`src/rtl/scudm_pkg.sv`:
```
// Shared types, constants and arithmetic helpers for the speaker channel mixer.
package scudm_pkg;

    localparam int MAX_CHANNELS = 6;
    localparam int SAMPLE_BITS  = 16;
    localparam int TDATA_W      = MAX_CHANNELS * SAMPLE_BITS;
    localparam int PAIR_W       = SAMPLE_BITS + 1;
    localparam int SUM_W        = SAMPLE_BITS + 4;
    localparam int RSQ_FRAC     = 15;
    localparam int PROD_W       = PAIR_W + RSQ_FRAC + 1;
    localparam int CNT_W        = 3;
    localparam int CFG_IDX_W    = 2;
    localparam int CFG_DATA_W   = 3;

    // sqrt(0.5) in Q0.15
    localparam logic [RSQ_FRAC-1:0] RSQ_COEF = RSQ_FRAC'(23170);

    localparam logic [CFG_IDX_W-1:0] CFG_SRC_CH  = CFG_IDX_W'(0);
    localparam logic [CFG_IDX_W-1:0] CFG_DST_CH  = CFG_IDX_W'(1);
    localparam logic [CFG_IDX_W-1:0] CFG_SPK_MOD = CFG_IDX_W'(2);

    typedef logic signed [SAMPLE_BITS-1:0] t_sample;
    typedef t_sample [MAX_CHANNELS-1:0]    t_frame;
    typedef logic signed [SUM_W-1:0]       t_sum;
    typedef logic signed [PAIR_W-1:0]      t_pair;

    typedef struct packed {
        logic [CNT_W-1:0] src_channels;
        logic [CNT_W-1:0] dst_channels;
        logic             speaker_mode;
    } t_cfg;

    typedef enum logic [3:0] {
        RULE_COPY,
        RULE_1_2,
        RULE_1_4,
        RULE_1_6,
        RULE_2_1,
        RULE_2_UP,
        RULE_4_1,
        RULE_4_2,
        RULE_4_6,
        RULE_6_1,
        RULE_6_2,
        RULE_6_4
    } t_rule;

    localparam t_sum SAT_MAX = t_sum'((64'sd1 <<< (SAMPLE_BITS - 1)) - 64'sd1);
    localparam t_sum SAT_MIN = -SAT_MAX - t_sum'(1);

    function automatic logic [CNT_W-1:0] count_of(input logic [CNT_W-1:0] c);
        if (c == '0) begin
            return CNT_W'(1);
        end else if (c > CNT_W'(MAX_CHANNELS)) begin
            return CNT_W'(MAX_CHANNELS);
        end
        return c;
    endfunction

    function automatic t_sum ext(input t_sample s);
        return t_sum'(s);
    endfunction

    function automatic t_sample sat_sample(input t_sum v);
        if (v > SAT_MAX) begin
            return {1'b0, {(SAMPLE_BITS-1){1'b1}}};
        end else if (v < SAT_MIN) begin
            return {1'b1, {(SAMPLE_BITS-1){1'b0}}};
        end
        return v[SAMPLE_BITS-1:0];
    endfunction

    function automatic logic is_clip(input t_sum v);
        return (v > SAT_MAX) || (v < SAT_MIN);
    endfunction

    function automatic t_rule rule_of(input logic [CNT_W-1:0] src,
                                      input logic [CNT_W-1:0] dst,
                                      input logic             spk);
        if (src == dst || !spk) begin
            return RULE_COPY;
        end
        case ({src, dst})
            6'o12:   return RULE_1_2;
            6'o14:   return RULE_1_4;
            6'o16:   return RULE_1_6;
            6'o21:   return RULE_2_1;
            6'o24:   return RULE_2_UP;
            6'o26:   return RULE_2_UP;
            6'o41:   return RULE_4_1;
            6'o42:   return RULE_4_2;
            6'o46:   return RULE_4_6;
            6'o61:   return RULE_6_1;
            6'o62:   return RULE_6_2;
            6'o64:   return RULE_6_4;
            default: return RULE_COPY;
        endcase
    endfunction

endpackage

```
`src/rtl/speaker_channel_up_down_mixer_core.sv`:
```
// Top level: input register, mix matrix, output register, config registers.
//
//  port group   dir  tdata (low bit up)                 tuser    tlast
//  s_axis       in   in_left in_right in_ch2..in_ch5    -        frame_is_last
//  m_axis       out  out_ch0..out_ch5                   clipped  last_out
//  i_cfg_*      in   0 source, 1 target, 2 speaker_mode (write only)
//
// Beat path: input reg, output reg; one frame per cycle unless stalled.
// Input register and output register each hold one beat; while an output
// beat waits the input takes one more beat, then tready drops.
// Mix logic holds two 17x16 multiplies.
// Reset clears valids and loads source 2, target 2, speaker mode on.
module speaker_channel_up_down_mixer_core (
    input  logic                              i_clk,
    input  logic                              i_rst_n,
    input  logic                              i_cfg_we,
    input  logic [scudm_pkg::CFG_IDX_W-1:0]   i_cfg_idx,
    input  logic [scudm_pkg::CFG_DATA_W-1:0]  i_cfg_data,
    input  logic                              s_axis_tvalid,
    output logic                              s_axis_tready,
    input  logic [scudm_pkg::TDATA_W-1:0]     s_axis_tdata,  // in_left,in_right,in_ch2..in_ch5
    input  logic                              s_axis_tlast,  // frame_is_last
    output logic                              m_axis_tvalid,
    input  logic                              m_axis_tready,
    output logic [scudm_pkg::TDATA_W-1:0]     m_axis_tdata,  // out_ch0..out_ch5
    output logic                              m_axis_tuser,  // clipped
    output logic                              m_axis_tlast   // last_out
);

    scudm_pkg::t_cfg   w_cfg;
    scudm_pkg::t_frame w_mix_y;
    logic              w_mix_clip;
    logic              w_out_ready;

    logic              r_in_valid;
    scudm_pkg::t_frame r_in_frame;
    logic              r_in_last;
    logic              r_out_valid;
    scudm_pkg::t_frame r_out_frame;
    logic              r_out_clip;
    logic              r_out_last;

    scudm_cfg u_cfg (
        .i_clk      (i_clk),
        .i_rst_n    (i_rst_n),
        .i_cfg_we   (i_cfg_we),
        .i_cfg_idx  (i_cfg_idx),
        .i_cfg_data (i_cfg_data),
        .o_cfg      (w_cfg)
    );

    scudm_mix u_mix (
        .i_x    (r_in_frame),
        .i_cfg  (w_cfg),
        .o_y    (w_mix_y),
        .o_clip (w_mix_clip)
    );

    assign w_out_ready   = !r_out_valid || m_axis_tready;
    assign s_axis_tready = !r_in_valid || w_out_ready;

    always_ff @(posedge i_clk) begin
        if (!i_rst_n) begin
            r_in_valid  <= 1'b0;
            r_out_valid <= 1'b0;
        end else begin
            if (s_axis_tready) begin
                r_in_valid <= s_axis_tvalid;
            end
            if (w_out_ready) begin
                r_out_valid <= r_in_valid;
            end
        end
    end

    always_ff @(posedge i_clk) begin
        if (s_axis_tready && s_axis_tvalid) begin
            r_in_frame <= s_axis_tdata;
            r_in_last  <= s_axis_tlast;
        end
        if (w_out_ready && r_in_valid) begin
            r_out_frame <= w_mix_y;
            r_out_clip  <= w_mix_clip;
            r_out_last  <= r_in_last;
        end
    end

    assign m_axis_tvalid = r_out_valid;
    assign m_axis_tdata  = r_out_frame;
    assign m_axis_tuser  = r_out_clip;
    assign m_axis_tlast  = r_out_last;

endmodule

```
`src/rtl/scudm_cfg.sv`:
```
// Configuration register file: channel counts and mix mode.
module scudm_cfg (
    input  logic                                i_clk,
    input  logic                                i_rst_n,
    input  logic                                i_cfg_we,
    input  logic [scudm_pkg::CFG_IDX_W-1:0]     i_cfg_idx,
    input  logic [scudm_pkg::CFG_DATA_W-1:0]    i_cfg_data,
    output scudm_pkg::t_cfg                     o_cfg
);

    scudm_pkg::t_cfg r_cfg;
    scudm_pkg::t_cfg n_cfg;

    always_comb begin
        n_cfg = r_cfg;
        if (i_cfg_we) begin
            case (i_cfg_idx)
                scudm_pkg::CFG_SRC_CH:  n_cfg.src_channels = i_cfg_data;
                scudm_pkg::CFG_DST_CH:  n_cfg.dst_channels = i_cfg_data;
                scudm_pkg::CFG_SPK_MOD: n_cfg.speaker_mode = i_cfg_data[0];
                default:                n_cfg = r_cfg;
            endcase
        end
    end

    always_ff @(posedge i_clk) begin
        if (!i_rst_n) begin
            r_cfg.src_channels <= scudm_pkg::CNT_W'(2);
            r_cfg.dst_channels <= scudm_pkg::CNT_W'(2);
            r_cfg.speaker_mode <= 1'b1;
        end else begin
            r_cfg <= n_cfg;
        end
    end

    assign o_cfg = r_cfg;

endmodule

```
`src/rtl/scudm_mix.sv`:
```
// Combinational up/down-mix matrix with saturation.
module scudm_mix (
    input  scudm_pkg::t_frame i_x,
    input  scudm_pkg::t_cfg   i_cfg,
    output scudm_pkg::t_frame o_y,
    output logic              o_clip
);

    logic [scudm_pkg::CNT_W-1:0]    src;
    logic [scudm_pkg::CNT_W-1:0]    dst;
    scudm_pkg::t_rule               rule;
    scudm_pkg::t_sum                xs [scudm_pkg::MAX_CHANNELS];
    scudm_pkg::t_sum                ys [scudm_pkg::MAX_CHANNELS];
    scudm_pkg::t_pair               pa;
    scudm_pkg::t_pair               pb;
    logic signed [scudm_pkg::PROD_W-1:0] pm_a;
    logic signed [scudm_pkg::PROD_W-1:0] pm_b;
    scudm_pkg::t_sum                ra;
    scudm_pkg::t_sum                rb;

    always_comb begin
        src  = scudm_pkg::count_of(i_cfg.src_channels);
        dst  = scudm_pkg::count_of(i_cfg.dst_channels);
        rule = scudm_pkg::rule_of(src, dst, i_cfg.speaker_mode);
        for (int i = 0; i < scudm_pkg::MAX_CHANNELS; i++) begin
            xs[i] = (scudm_pkg::CNT_W'(i) < src) ? scudm_pkg::ext(i_x[i]) : '0;
        end
    end

    // sqrt(0.5) products, floor on the dropped bits
    always_comb begin
        case (rule)
            scudm_pkg::RULE_6_1: pa = scudm_pkg::t_pair'(xs[0] + xs[1]);
            scudm_pkg::RULE_6_2: pa = scudm_pkg::t_pair'(xs[2] + xs[4]);
            default:             pa = scudm_pkg::t_pair'(xs[2]);
        endcase
        pb   = scudm_pkg::t_pair'(xs[2] + xs[5]);
        pm_a = scudm_pkg::PROD_W'(pa)
             * scudm_pkg::PROD_W'($signed({1'b0, scudm_pkg::RSQ_COEF}));
        pm_b = scudm_pkg::PROD_W'(pb)
             * scudm_pkg::PROD_W'($signed({1'b0, scudm_pkg::RSQ_COEF}));
        ra   = scudm_pkg::SUM_W'($signed(pm_a[scudm_pkg::PROD_W-1:scudm_pkg::RSQ_FRAC]));
        rb   = scudm_pkg::SUM_W'($signed(pm_b[scudm_pkg::PROD_W-1:scudm_pkg::RSQ_FRAC]));
    end

    always_comb begin
        for (int i = 0; i < scudm_pkg::MAX_CHANNELS; i++) begin
            ys[i] = '0;
        end
        case (rule)
            scudm_pkg::RULE_1_2, scudm_pkg::RULE_1_4: begin
                ys[0] = xs[0];
                ys[1] = xs[0];
            end
            scudm_pkg::RULE_1_6: ys[2] = xs[0];
            scudm_pkg::RULE_2_1: ys[0] = (xs[0] + xs[1]) >>> 1;
            scudm_pkg::RULE_2_UP: begin
                ys[0] = xs[0];
                ys[1] = xs[1];
            end
            scudm_pkg::RULE_4_1: ys[0] = (xs[0] + xs[1] + xs[2] + xs[3]) >>> 2;
            scudm_pkg::RULE_4_2: begin
                ys[0] = (xs[0] + xs[2]) >>> 1;
                ys[1] = (xs[1] + xs[3]) >>> 1;
            end
            scudm_pkg::RULE_4_6: begin
                ys[0] = xs[0];
                ys[1] = xs[1];
                ys[4] = xs[2];
                ys[5] = xs[3];
            end
            scudm_pkg::RULE_6_1: ys[0] = ra + xs[2] + ((xs[4] + xs[5]) >>> 1);
            scudm_pkg::RULE_6_2: begin
                ys[0] = xs[0] + ra;
                ys[1] = xs[1] + rb;
            end
            scudm_pkg::RULE_6_4: begin
                ys[0] = xs[0] + ra;
                ys[1] = xs[1] + ra;
                ys[2] = xs[4];
                ys[3] = xs[5];
            end
            default: begin
                for (int i = 0; i < scudm_pkg::MAX_CHANNELS; i++) begin
                    ys[i] = (scudm_pkg::CNT_W'(i) < dst) ? xs[i] : '0;
                end
            end
        endcase
    end

    always_comb begin
        o_clip = 1'b0;
        for (int i = 0; i < scudm_pkg::MAX_CHANNELS; i++) begin
            if (scudm_pkg::CNT_W'(i) < dst) begin
                o_y[i] = scudm_pkg::sat_sample(ys[i]);
                o_clip = o_clip | scudm_pkg::is_clip(ys[i]);
            end else begin
                o_y[i] = '0;
            end
        end
    end

endmodule

```
`config.mk`:
```
export PLATFORM = sky130hd
export DESIGN_NAME = speaker_channel_up_down_mixer_core
export DESIGN_NICKNAME = d
export VERILOG_FILES = /design/src/rtl/scudm_pkg.sv /design/src/rtl/speaker_channel_up_down_mixer_core.sv /design/src/rtl/scudm_cfg.sv /design/src/rtl/scudm_mix.sv
export SDC_FILE = /design/constraint.sdc
export NUM_CORES = 1
export LEC_CHECK = 0
export ABC_AREA = 1
export BUFFER_PORTS_ARGS = -buffer_cell sky130_fd_sc_hd__buf_2
export CAP_MARGIN = 20
export CORE_ASPECT_RATIO = 0.7
export CORE_MARGIN = 5
export CORE_UTILIZATION = 35
export CTS_CLUSTER_DIAMETER = 50
export DETAILED_ROUTE_END_ITERATION = 10
export PLACE_DENSITY = 0.58
export SLEW_MARGIN = 10
export SYNTH_ARGS = -nofsm -noshare
export SYNTH_HDL_FRONTEND = slang
export SYNTH_SLANG_ARGS = --single-unit
```
`constraint.sdc`:
```
create_clock -name i_clk -period 27.2 [get_ports i_clk]
set_clock_uncertainty 0.2 [all_clocks]
set_input_delay 2.72 -clock i_clk [delete_from_list [all_inputs] [get_ports i_clk]]
set_output_delay 2.72 -clock i_clk [all_outputs]
set_load 0.01 [all_outputs]
```
# Word level (Yosys, flattened, before mapping)
# Index checks and enable logic that the tools add are counted.
[op_classes]
addsub = 13
n_mul = 2
magnitude_cmp = 26
eq_ne = 26
n_mux = 74
n_bitwise = 5
n_reduce_logical = 29
[op_table]
columns = ["op", "count"]
rows = [
  ["16-bit two-way mux", 18],
  ["20-bit two-way mux", 12],
  ["20-bit one-hot mux with 7 select lines", 1],
  ["20-bit adder", 6],
  ["20-bit by 16-bit > comparator with 1-bit output, second input constant", 6],
  ["20-bit by 16-bit < comparator with 1-bit output, second input constant", 6],
  ["20-bit one-hot mux with 6 select lines", 1],
  ["40-bit one-hot mux with 2 select lines", 1],
  ["17-bit by 15-bit multiplier with 32-bit output, second input constant", 2],
  ["20-bit by 18-bit adder with 20-bit output", 3],
  ["20-bit one-hot mux with 3 select lines", 1],
  ["4-bit one-hot mux with 11 select lines", 1],
  ["20-bit one-hot mux with 2 select lines", 1],
  ["6-bit == test, second input constant", 6],
  ["17-bit adder", 2],
  ["17-bit one-hot mux with 2 select lines", 1],
  ["1-bit two-way mux", 29],
  ["18-bit by 20-bit adder with 20-bit output", 1],
  ["20-bit by 19-bit adder with 20-bit output", 1],
  ["10-bit OR reduction", 2],
  ["6-bit by 4-bit == test with 1-bit output, second input constant", 3],
  ["6-bit by 5-bit == test with 1-bit output, second input constant", 3],
  ["3-bit two-way mux", 6],
  ["4-bit by 3-bit == test with 1-bit output, second input constant", 4],
  ["21 further kinds", 58],
]
[totals]
regBits = 204
input_bits = 107
out_inout_bits = 100
word_cells = 195

# Longest topological paths before layout
# Gate-level depths: netlist of run 1.
[depth]
depth_word = 27
ltp_mapped = 69
ltp_nobuf = 67

# Hierarchy
# Synthesis of run 1 repeated with hierarchy kept, for this count alone.
[unflattened]
cells_unflattened = 3247
hier_area_um2 = 25869.8
[modules_own_cells]
columns = ["module", "instances", "cells_per_inst", "area_per_inst_um2", "seq_area_each_um2"]
rows = [
  ["scudm_mix", 1, 2996, 19607.6, 0.0],
  ["speaker_channel_up_down_mixer_core", 1, 208, 5950.7, 5895.7],
  ["scudm_cfg", 1, 43, 311.5, 140.1],
]

# Worst setup path before layout of run 1
# OpenSTA, ideal clock, no wires.
[synth_timing]
path_type = "reg-to-reg"
from = "register u_cfg.r_cfg, in the netlist u_cfg.o_cfg[5]"
to = "register r_out_frame, in the netlist m_axis_tdata[10], data pin"
setup_ps = 253
arrival_ps = 10082
required_time_ps = 26747
slack_ps = 16665
stages_incl_launch_ff = 63
n_path_buf = 3
period_less_slack_ps = 10535
cell_sequence = "dfxtp_1 -> buf_6 -> nand2_1 -> nand2_2 -> clkbuf_1 -> nand2_1 -> inv_1 -> ha_1 -> nand2_1 -> nor2_1 -> a211oi_1 -> nor2_1 -> nand3_1 -> inv_1 -> nor2_1 -> o31ai_1 -> nand4_1 -> nand2_1 -> [27 not listed] -> o21ai_0 -> nand2_1 -> nand2_1 -> a21oi_1 -> o21ai_0 -> and2_1 -> o21ai_0 -> nand2_1 -> nand2_1 -> nand2_1 -> nor2_1 -> nor2_1 -> nand2_1 -> nor2_1 -> nand2_1 -> nand2_2 -> buf_4 -> nand2_1"
[synth_between]
elab_chain_len = 19
word_cells_on_any_way = 69
classes_between = "9 x add/sub; 1 x mul; 9 x order compare; 24 x eq/ne; 21 x mux; 5 x reduce/logical"
[synth_rtl]
columns = ["element", "line_no", "rtl"]
rows = [
  ["from (decl)", "scudm_cfg.sv:11", "scudm_pkg::t_cfg r_cfg;"],
  ["from (signal assigned)", "scudm_cfg.sv:32", "r_cfg <= n_cfg;"],
  ["3-bit > comparator", "scudm_pkg.sv:54", "end else if (c > CNT_W'(MAX_CHANNELS)) begin"],
  ["1-bit two-way mux", "scudm_pkg.sv:54", ""],
  ["1-bit two-way mux", "scudm_pkg.sv:52", "if (c == '0) begin"],
  ["3-bit two-way mux *", "scudm_pkg.sv:57", "return c;"],
  ["branches (longest 9 deep; another with 17-bit by 15-bit multiplier with 32-bit output)", "-", ""],
  ["20-bit one-hot mux with 7 select lines *", "scudm_mix.sv:50", "case (rule)"],
  ["20-bit by 16-bit < comparator with 1-bit output", "scudm_pkg.sv:67", "end else if (v < SAT_MIN) begin"],
  ["1-bit two-way mux", "scudm_pkg.sv:67", ""],
  ["1-bit two-way mux", "scudm_pkg.sv:65", "if (v > SAT_MAX) begin"],
  ["1-bit two-way mux", "scudm_mix.sv:94", "if (scudm_pkg::CNT_W'(i) < dst) begin"],
  ["16-bit two-way mux *", "scudm_pkg.sv:70", "return v[SAMPLE_BITS-1:0];"],
  ["to (signal assigned)", "speaker_channel_up_down_mixer_core.sv:82", "r_out_frame <= w_mix_y;"],
  ["to (decl)", "speaker_channel_up_down_mixer_core.sv:39", "scudm_pkg::t_frame r_out_frame;"],
]
# Mark *: on every way between the ends. The select of a mux whose other input is x is not followed.
# A chain may end at the register's enable or synchronous reset.

# Worst setup path after layout of run 1
[layout_timing]
from = "register u_cfg.r_cfg, in the netlist u_cfg.o_cfg[6]"
to = "register r_out_clip (netlist: m_axis_tuser), data pin"
[layout_between]
elab_chain_len = 27
word_cells_on_any_way = 111
classes_between = "13 x add/sub; 2 x mul; 19 x order compare; 24 x eq/ne; 31 x mux; 5 x bitwise; 17 x reduce/logical"
[layout_rtl]
columns = ["element", "line_no", "rtl"]
rows = [
  ["3-bit > comparator", "scudm_pkg.sv:54", ""],
  ["1-bit two-way mux", "scudm_pkg.sv:54", ""],
  ["1-bit two-way mux", "scudm_pkg.sv:52", ""],
  ["3-bit two-way mux *", "scudm_pkg.sv:57", ""],
  ["branches (longest 22 deep; another with 17-bit by 15-bit multiplier with 32-bit output)", "-", ""],
  ["1-bit two-way mux *", "scudm_mix.sv:94", ""],
  ["via u_mix.o_clip", "scudm_mix.sv:6", "output logic o_clip"],
  ["to (signal assigned)", "speaker_channel_up_down_mixer_core.sv:83", "r_out_clip <= w_mix_clip;"],
  ["to (decl)", "speaker_channel_up_down_mixer_core.sv:40", "logic r_out_clip;"],
]
# Mark *: on every way through the listed nets, which the timed path passes.

==> flow_summary_export.csv, run 1 <==
group,metric,value,unit
status,status,"completed",
timing,tightest_slew,1.18,ns
pwr,power.leakage,15.7,nW
clocking,cts_hold_repair.buffers,0,
worst_setup_path,r2r_cells,60,
grt,antenna_found_initial,1,
drt,remaining_drc_errors,0,
yosys,yosysUniqueCellTypes,63,
yosys,synth.yosys.warnings,0,
pwr,p_per_area,62.3,nW/um2
worst_setup_path,slowest_stage,"xor2_1",
clocking,clockBufferDepth,3,
yosys,syn_avg_cell_area,7.99,um2
worst_setup_path,critPathKind,"reg2reg",
die,ios,207,
grt,grt_pass1_vias,22700,
worst_setup_path,cp_max_fo,17,
die,fp-row-count,84,
grt,grt_pass1_wl,144,mm
yosys,synthCells,3296,
drt,wl_per_cell,22.0,um
worst_setup_path,crit_top_cell,"nand2_1",
yosys,synth_largest_area_cell,"edfxtp_1",
worst_setup_path,cp-start-kind,"flop",
timing,setup_viol_count_final,0,
drt,ant_nets,0,
timing,hold_violations,0,
timing,fmax,74.1,MHz
yosys,yosysMostFrequentCell,"inv_1",
worst_hold_path,min_path_type,"reg2reg",
timing,fin_setup_tns,0,ns
die,core-area,74800,um2
timing,slew_headroom,0.210,
clocking,cts_tree,"yes",
die,die_w,338,um
drt,drt_iter0_drc,2402,
clocking,cts_buffers,25,
worst_hold_path,hold_depth,0,
clocking,path_clk_slew,0.06,ns
yosys,synth-seq-area-share,0.229,
yosys,ys.flop_type,"edfxtp_1",
worst_setup_path,worst_path_largest_cell_delay,0.79,ns
placed_design,io_buffers,206,
drt,vias,23900,
run,cap_violations,0,
grt,grt-ovfl-total,0,
layout,fin_nets,4164,
die,die_h,240,um
yosys,yosys_register_bits,204,
placed_design,routabilityCongestion,1.00,
drt,via_per_inst,5.31,
yosys,synth_area_leaders,"edfxtp_1 22%, ha_1 19%, fa_1 13%",
clocking,root_buffer,"clkbuf_16",
worst_setup_path,worstPathArrival,13.62,ns
clocking,post_cts_resized,0,
pwr,p_total,1.83,mW
placed_design,dp_hpwl,82.3,mm
grt,grt_max_degree,73,
worst_setup_path,cp.required,27.32,ns
timing,rsz0062_at_grt,"no",
die,die-area,81000,um2
yosys,synth_enable_flop_cells,195,
clocking,cts_setup_buffers,0,
layout,area_growth,11.6,%
worst_setup_path,cp-end-kind,"flop",
pwr,vdd_ir_drop_max,0.0000404,V
yosys,synthArstFlopShare,0,
yosys,synth.net_count,3970,
drt,finalWirelength,99.0,mm
timing,period_minus_slack,13.50,ns
clocking,clock-sinks,204,
drt,dr.pass1.iters,7,
timing,drv_slew,0,
grt,track_usage,0.240,
timing,min_period_over_period,0.496,
die,start_util,0.352,
yosys,synth_top_area_share,0.222,
layout,drive_above_1_share,0.107,
yosys,netlist_area,26300,um2
yosys,synthTopCellsByCount,"581 x inv_1, 573 x nand2_1, 394 x ha_1",
clocking,insertion_delay,0.61,ns
clocking,htree_levels,1,
-- cells by family after synthesis --
| kind of cell | count (synthesis) | synth area share |
|---|---|---|
| AOI/OAI and AO/OA | 697 | 0.150 |
| adders and majority gates | 567 | 0.319 |
| and+or+nand+nor | 1062 | 0.174 |
| buffers and inverters | 675 | 0.0981 |
| muxes | 1 | 0.000380 |
| DFF | 204 | 0.229 |
| xor gates and xnor gates | 90 | 0.0299 |
-- layout by cell type (no fill, tap or decap), types with 7 or more instances in the layout --
master,synthesis,final
inv_1,581,579
nand2_1,573,572
ha_1,394,394
a21oi_1,333,332
nor2_1,240,238
buf_2,2,206
edfxtp_1,195,195
o21ai_0,174,174
fa_1,173,173
nand3_1,106,106
xor2_1,65,65
buf_4,3,33
nor3_1,31,31
nand4_1,29,29
xnor2_1,25,25
clkbuf_16,0,25
o22ai_1,24,24
inv_2,19,21
nand2_2,18,19
a31oi_1,18,18
nand3_2,16,16
o221ai_1,16,16
o211ai_1,15,15
or2_2,15,15
o21ai_1,15,15
o2111ai_1,14,14
o21bai_1,14,14
nand3b_1,10,10
o31ai_1,9,9
a221oi_1,9,9
a22oi_1,9,9
dfxtp_1,9,9
a211oi_1,8,8
a21o_1,8,8
o21a_1,7,7
-- critical path, delay by kind of cell (launching register included) --
kind                       cells  cell delay (ns)
adders and majority gates     10             4.10
and+or+nand+nor               27             3.57
DFF                            1             0.67
xor gates and xnor gates       1             0.79
AOI/OAI and AO/OA             15             2.83
buffers and inverters          7             1.01
-- report_power, final --
| group | internal (mW) | total (mW) | leakage (nW) | switching, mW |
|---|---|---|---|---|
| Sequential | 0.375 | 0.391 | 1.95 | 0.0157 |
| Combinational | 0.369 | 1.10 | 13.3 | 0.730 |
| Clock | 0.191 | 0.342 | 0.408 | 0.151 |
| Total | 0.936 | 1.83 | 15.7 | 0.897 |
-- flip-flops by register name, summed over array words and instances (netlist names) --
register and flops:
r_in_last 1, u_cfg.o_cfg 7, m_axis_tdata 96, m_axis_tvalid 1, m_axis_tuser 1, r_in_frame 96, r_in_valid 1, m_axis_tlast 1
-- per-layer routing --
metal | global-route usage | vias to the layer above | routed length (um)
met2 | 0.334 | 1117 | 38100
met4 | 0.0737 | 2 | 3760
li1 | - | 11400 | -
met1 | 0.351 | 11200 | 45500
met3 | 0.0760 | 140 | 11600
met5 | 0 | - | 13
-- through the flow --
step | area [um2] | hold slack [ns] | setup WS, ns | instances | utilization
after floorplan | 26300 | 0.200 | 16.66 | 3296 | -
after global placement | 28500 | 0.212 | 14.05 | 4450 | 0.381
after detailed placement | 28600 | 0.213 | 14.00 | 4451 | 0.382
after CTS | 29400 | 0.232 | 13.99 | 4497 | 0.393
after global routing | 29400 | 0.244 | 12.61 | 4498 | 0.393
final | 29400 | 0.225 | 13.70 | 4500 | 0.393
-- worst paths after layout --
check / from / endpoint / slack [ns]
max reg2reg: u_cfg.o_cfg[6]$_SDFFE_PN0P_ / m_axis_tuser$_DFFE_PP_ / 13.70
min reg2reg: r_in_last$_DFFE_PP_ / m_axis_tlast$_DFFE_PP_ / 0.22
min: r_in_last$_DFFE_PP_ / m_axis_tlast$_DFFE_PP_ / 0.22
max: u_cfg.o_cfg[6]$_SDFFE_PN0P_ / m_axis_tuser$_DFFE_PP_ / 13.70
-- final cells by class --
cell class / instances / area, um2
Multi-Input combinational cell: 2417 / 17700
Antenna cell: 2 / 5.00
Fill cell: 7750 / 45400
Clock buffer: 32 / 682
Clock inverter: 14 / 153
Tap cell: 989 / 1240
Sequential cell: 204 / 6040
Inverter: 603 / 2270
Timing Repair Buffer: 239 / 1280
(Power assumes the default switching activity.)
==> run 2: changes to the inputs <==
==> constraint.sdc (replaced) <==
create_clock -name i_clk -period 13.1 [get_ports i_clk]
set_clock_uncertainty 0.2 [all_clocks]
set_input_delay 1.31 -clock i_clk [delete_from_list [all_inputs] [get_ports i_clk]]
set_output_delay 1.31 -clock i_clk [all_outputs]
set_load 0.01 [all_outputs]
==> run 2 against run 1 <==
  * Wire length shrank 0.61%
  * Cell area grew 1.0%
  * Sequential cell count is the same
  * Combinational power up 110%
  * Die area stayed put
  * Power increased by 110%
  * First-iteration DRC count grew 6.7%
  * Core utilization up 0.40 points
  * Worst setup slack got worse by 13 ns
  * Non-clock buffer count grew 27
==> flow_summary_export.csv, run 2 (synthesis results as in run 1) <==
group,metric,value,unit
timing,drv_slew,0,
timing,rsz0062_at_grt,"no",
clocking,cts_buffers,26,
drt,finalWirelength,98.4,mm
worst_setup_path,slowest_stage,"nor2_2",
layout,most-common-layout-cells,"578 x inv_1, 572 x nand2_1, 394 x ha_1, 332 x a21oi_1, 237 x nor2_1",
worst_setup_path,cp-end-kind,"flop",
worst_setup_path,cp-start-kind,"flop",
pwr,clock_power_share,0.191,
clocking,cts_setup_buffers,0,
drt,vias,23900,
layout,layout_commonest_cell,"inv_1",
clocking,insertion_delay,0.60,ns
die,die_w,338,um
grt,grt_pass1_vias,22800,
drt,dr.pass1.iters,6,
grt,grt_max_degree,79,
timing,slew_headroom,0.320,
clocking,clockBufferDepth,3,
pwr,power.share.switching,0.486,
worst_setup_path,reg2reg_from,"u_cfg.o_cfg[3]$_SDFFE_PN0P_",
placed_design,io_buffers,206,
clocking,post_cts_resized,0,
grt,grt-ovfl-total,0,
worst_setup_path,worst-path-buf-inv,8,
worst_setup_path,cp.required,13.20,ns
worst_setup_path,cp_top_family,"adder cells",
timing,tightest_slew,1.02,ns
die,fp-row-count,84,
clocking,root_buffer,"clkbuf_16",
status,status,"completed",
worst_setup_path,worstPathArrival,12.28,ns
drt,remaining_drc_errors,0,
worst_setup_path,cp_max_fo,17,
drt,drt_iter0_drc,2562,
pwr,power_frac_seq,0.208,
clocking,cts_hold_repair.buffers,0,
die,start_util,0.352,
clocking,clock-sinks,204,
pwr,switching_power,1.89,mW
worst_hold_path,min_path_type,"reg2reg",
grt,grt_use_met3,0.0802,
drt,ant_nets,0,
timing,period_minus_slack,12.18,ns
grt,met2_usage,0.334,
pwr,pwr-share-comb,0.601,
timing,fin_setup_tns,0,ns
layout,fin_nets,4192,
run,cap_violations,0,
timing,min_period_over_period,0.930,
die,ios,207,
pwr,power.leakage,15.8,nW
clocking,htree_levels,1,
grt,antenna_found_initial,2,
layout,area_growth,12.7,%
timing,hold_violations,0,
grt,track_usage,0.238,
layout,drive_above_1_share,0.117,
pwr,vdd_ir_drop_max,0.0000886,V
pwr,power.internal,2.00,mW
grt,grt_pass1_wl,144,mm
placed_design,routabilityCongestion,1.03,
die,die-area,81000,um2
worst_setup_path,critPathKind,"reg2reg",
drt,via_per_inst,5.29,
placed_design,dp_hpwl,82.3,mm
worst_hold_path,min_from,"r_in_last$_DFFE_PP_",
grt,met1_usage,0.341,
timing,setup_viol_count_final,0,
timing,fmax,82.1,MHz
layout,final_cells,4527,
clocking,path_clk_slew,0.07,ns
layout,n_antenna_cell,0,
drt,wl_per_cell,21.7,um
worst_setup_path,worst_path_largest_cell_delay,0.65,ns
grt,busiest_layer,"met1",
die,core-area,74800,um2
worst_setup_path,crit_top_cell,"nand2_1",
die,die_h,240,um
worst_setup_path,startpoint,"u_cfg.o_cfg[3]$_SDFFE_PN0P_",
timing,hold_ws,0.227,ns
placed_design,dp_cells,4477,
clocking,cts_tree,"yes",
pwr,p_per_area,131,nW/um2
==> run 2: final timing paths <==
| kind | cells after the start | end | slack (ns) |
|---|---|---|---|
| hold / removal | 0 | m_axis_tlast$_DFFE_PP_ | 0.23 |
| setup reg to reg | 50 | m_axis_tuser$_DFFE_PP_ | 0.92 |
| hold reg to reg | 0 | m_axis_tlast$_DFFE_PP_ | 0.23 |
| setup / recovery | 50 | m_axis_tuser$_DFFE_PP_ | 0.92 |
==> run 2: per-layer routing <==
| layer | wire, um | vias to the layer above |
|---|---|---|
| met1 | 43800 | 11200 |
| li1 | - | 11500 |
| met5 | 422 | - |
| met2 | 38200 | 1111 |
| met3 | 12100 | 144 |
| met4 | 3960 | 10 |
==> run 2: power groups by stage <==
stage	clock network, mW	logic [mW]	registers [mW]
6_report	0.742	2.34	0.810
5_1_grt	0.788	2.62	0.814
4_1_cts	0.766	2.29	0.810
3_5_place_dp	0	2.27	0.823
3_3_place_gp	0	2.27	0.823
2_1_floorplan	0	1.58	0.821
==> run 2: final cells by class <==
class / count / area (um2)
fill: 7781 / 45100
multi-input combinational: 2417 / 17800
sequential: 204 / 6040
inverter: 603 / 2270
timing repair buffer: 266 / 1480
tap: 989 / 1240
clock buffer: 28 / 658
clock inverter: 20 / 241
==> run 2: stage by stage <==
step	util	area, um2	power (mW)	setup slack [ns]
global placement	0.384	28800	3.09	1.05
global route	0.397	29700	4.22	0.0917
finish	0.397	29700	3.89	0.920
detailed placement	0.384	28800	3.09	0.823
floorplan	-	26300	2.40	2.56
CTS	0.396	29600	3.87	0.738
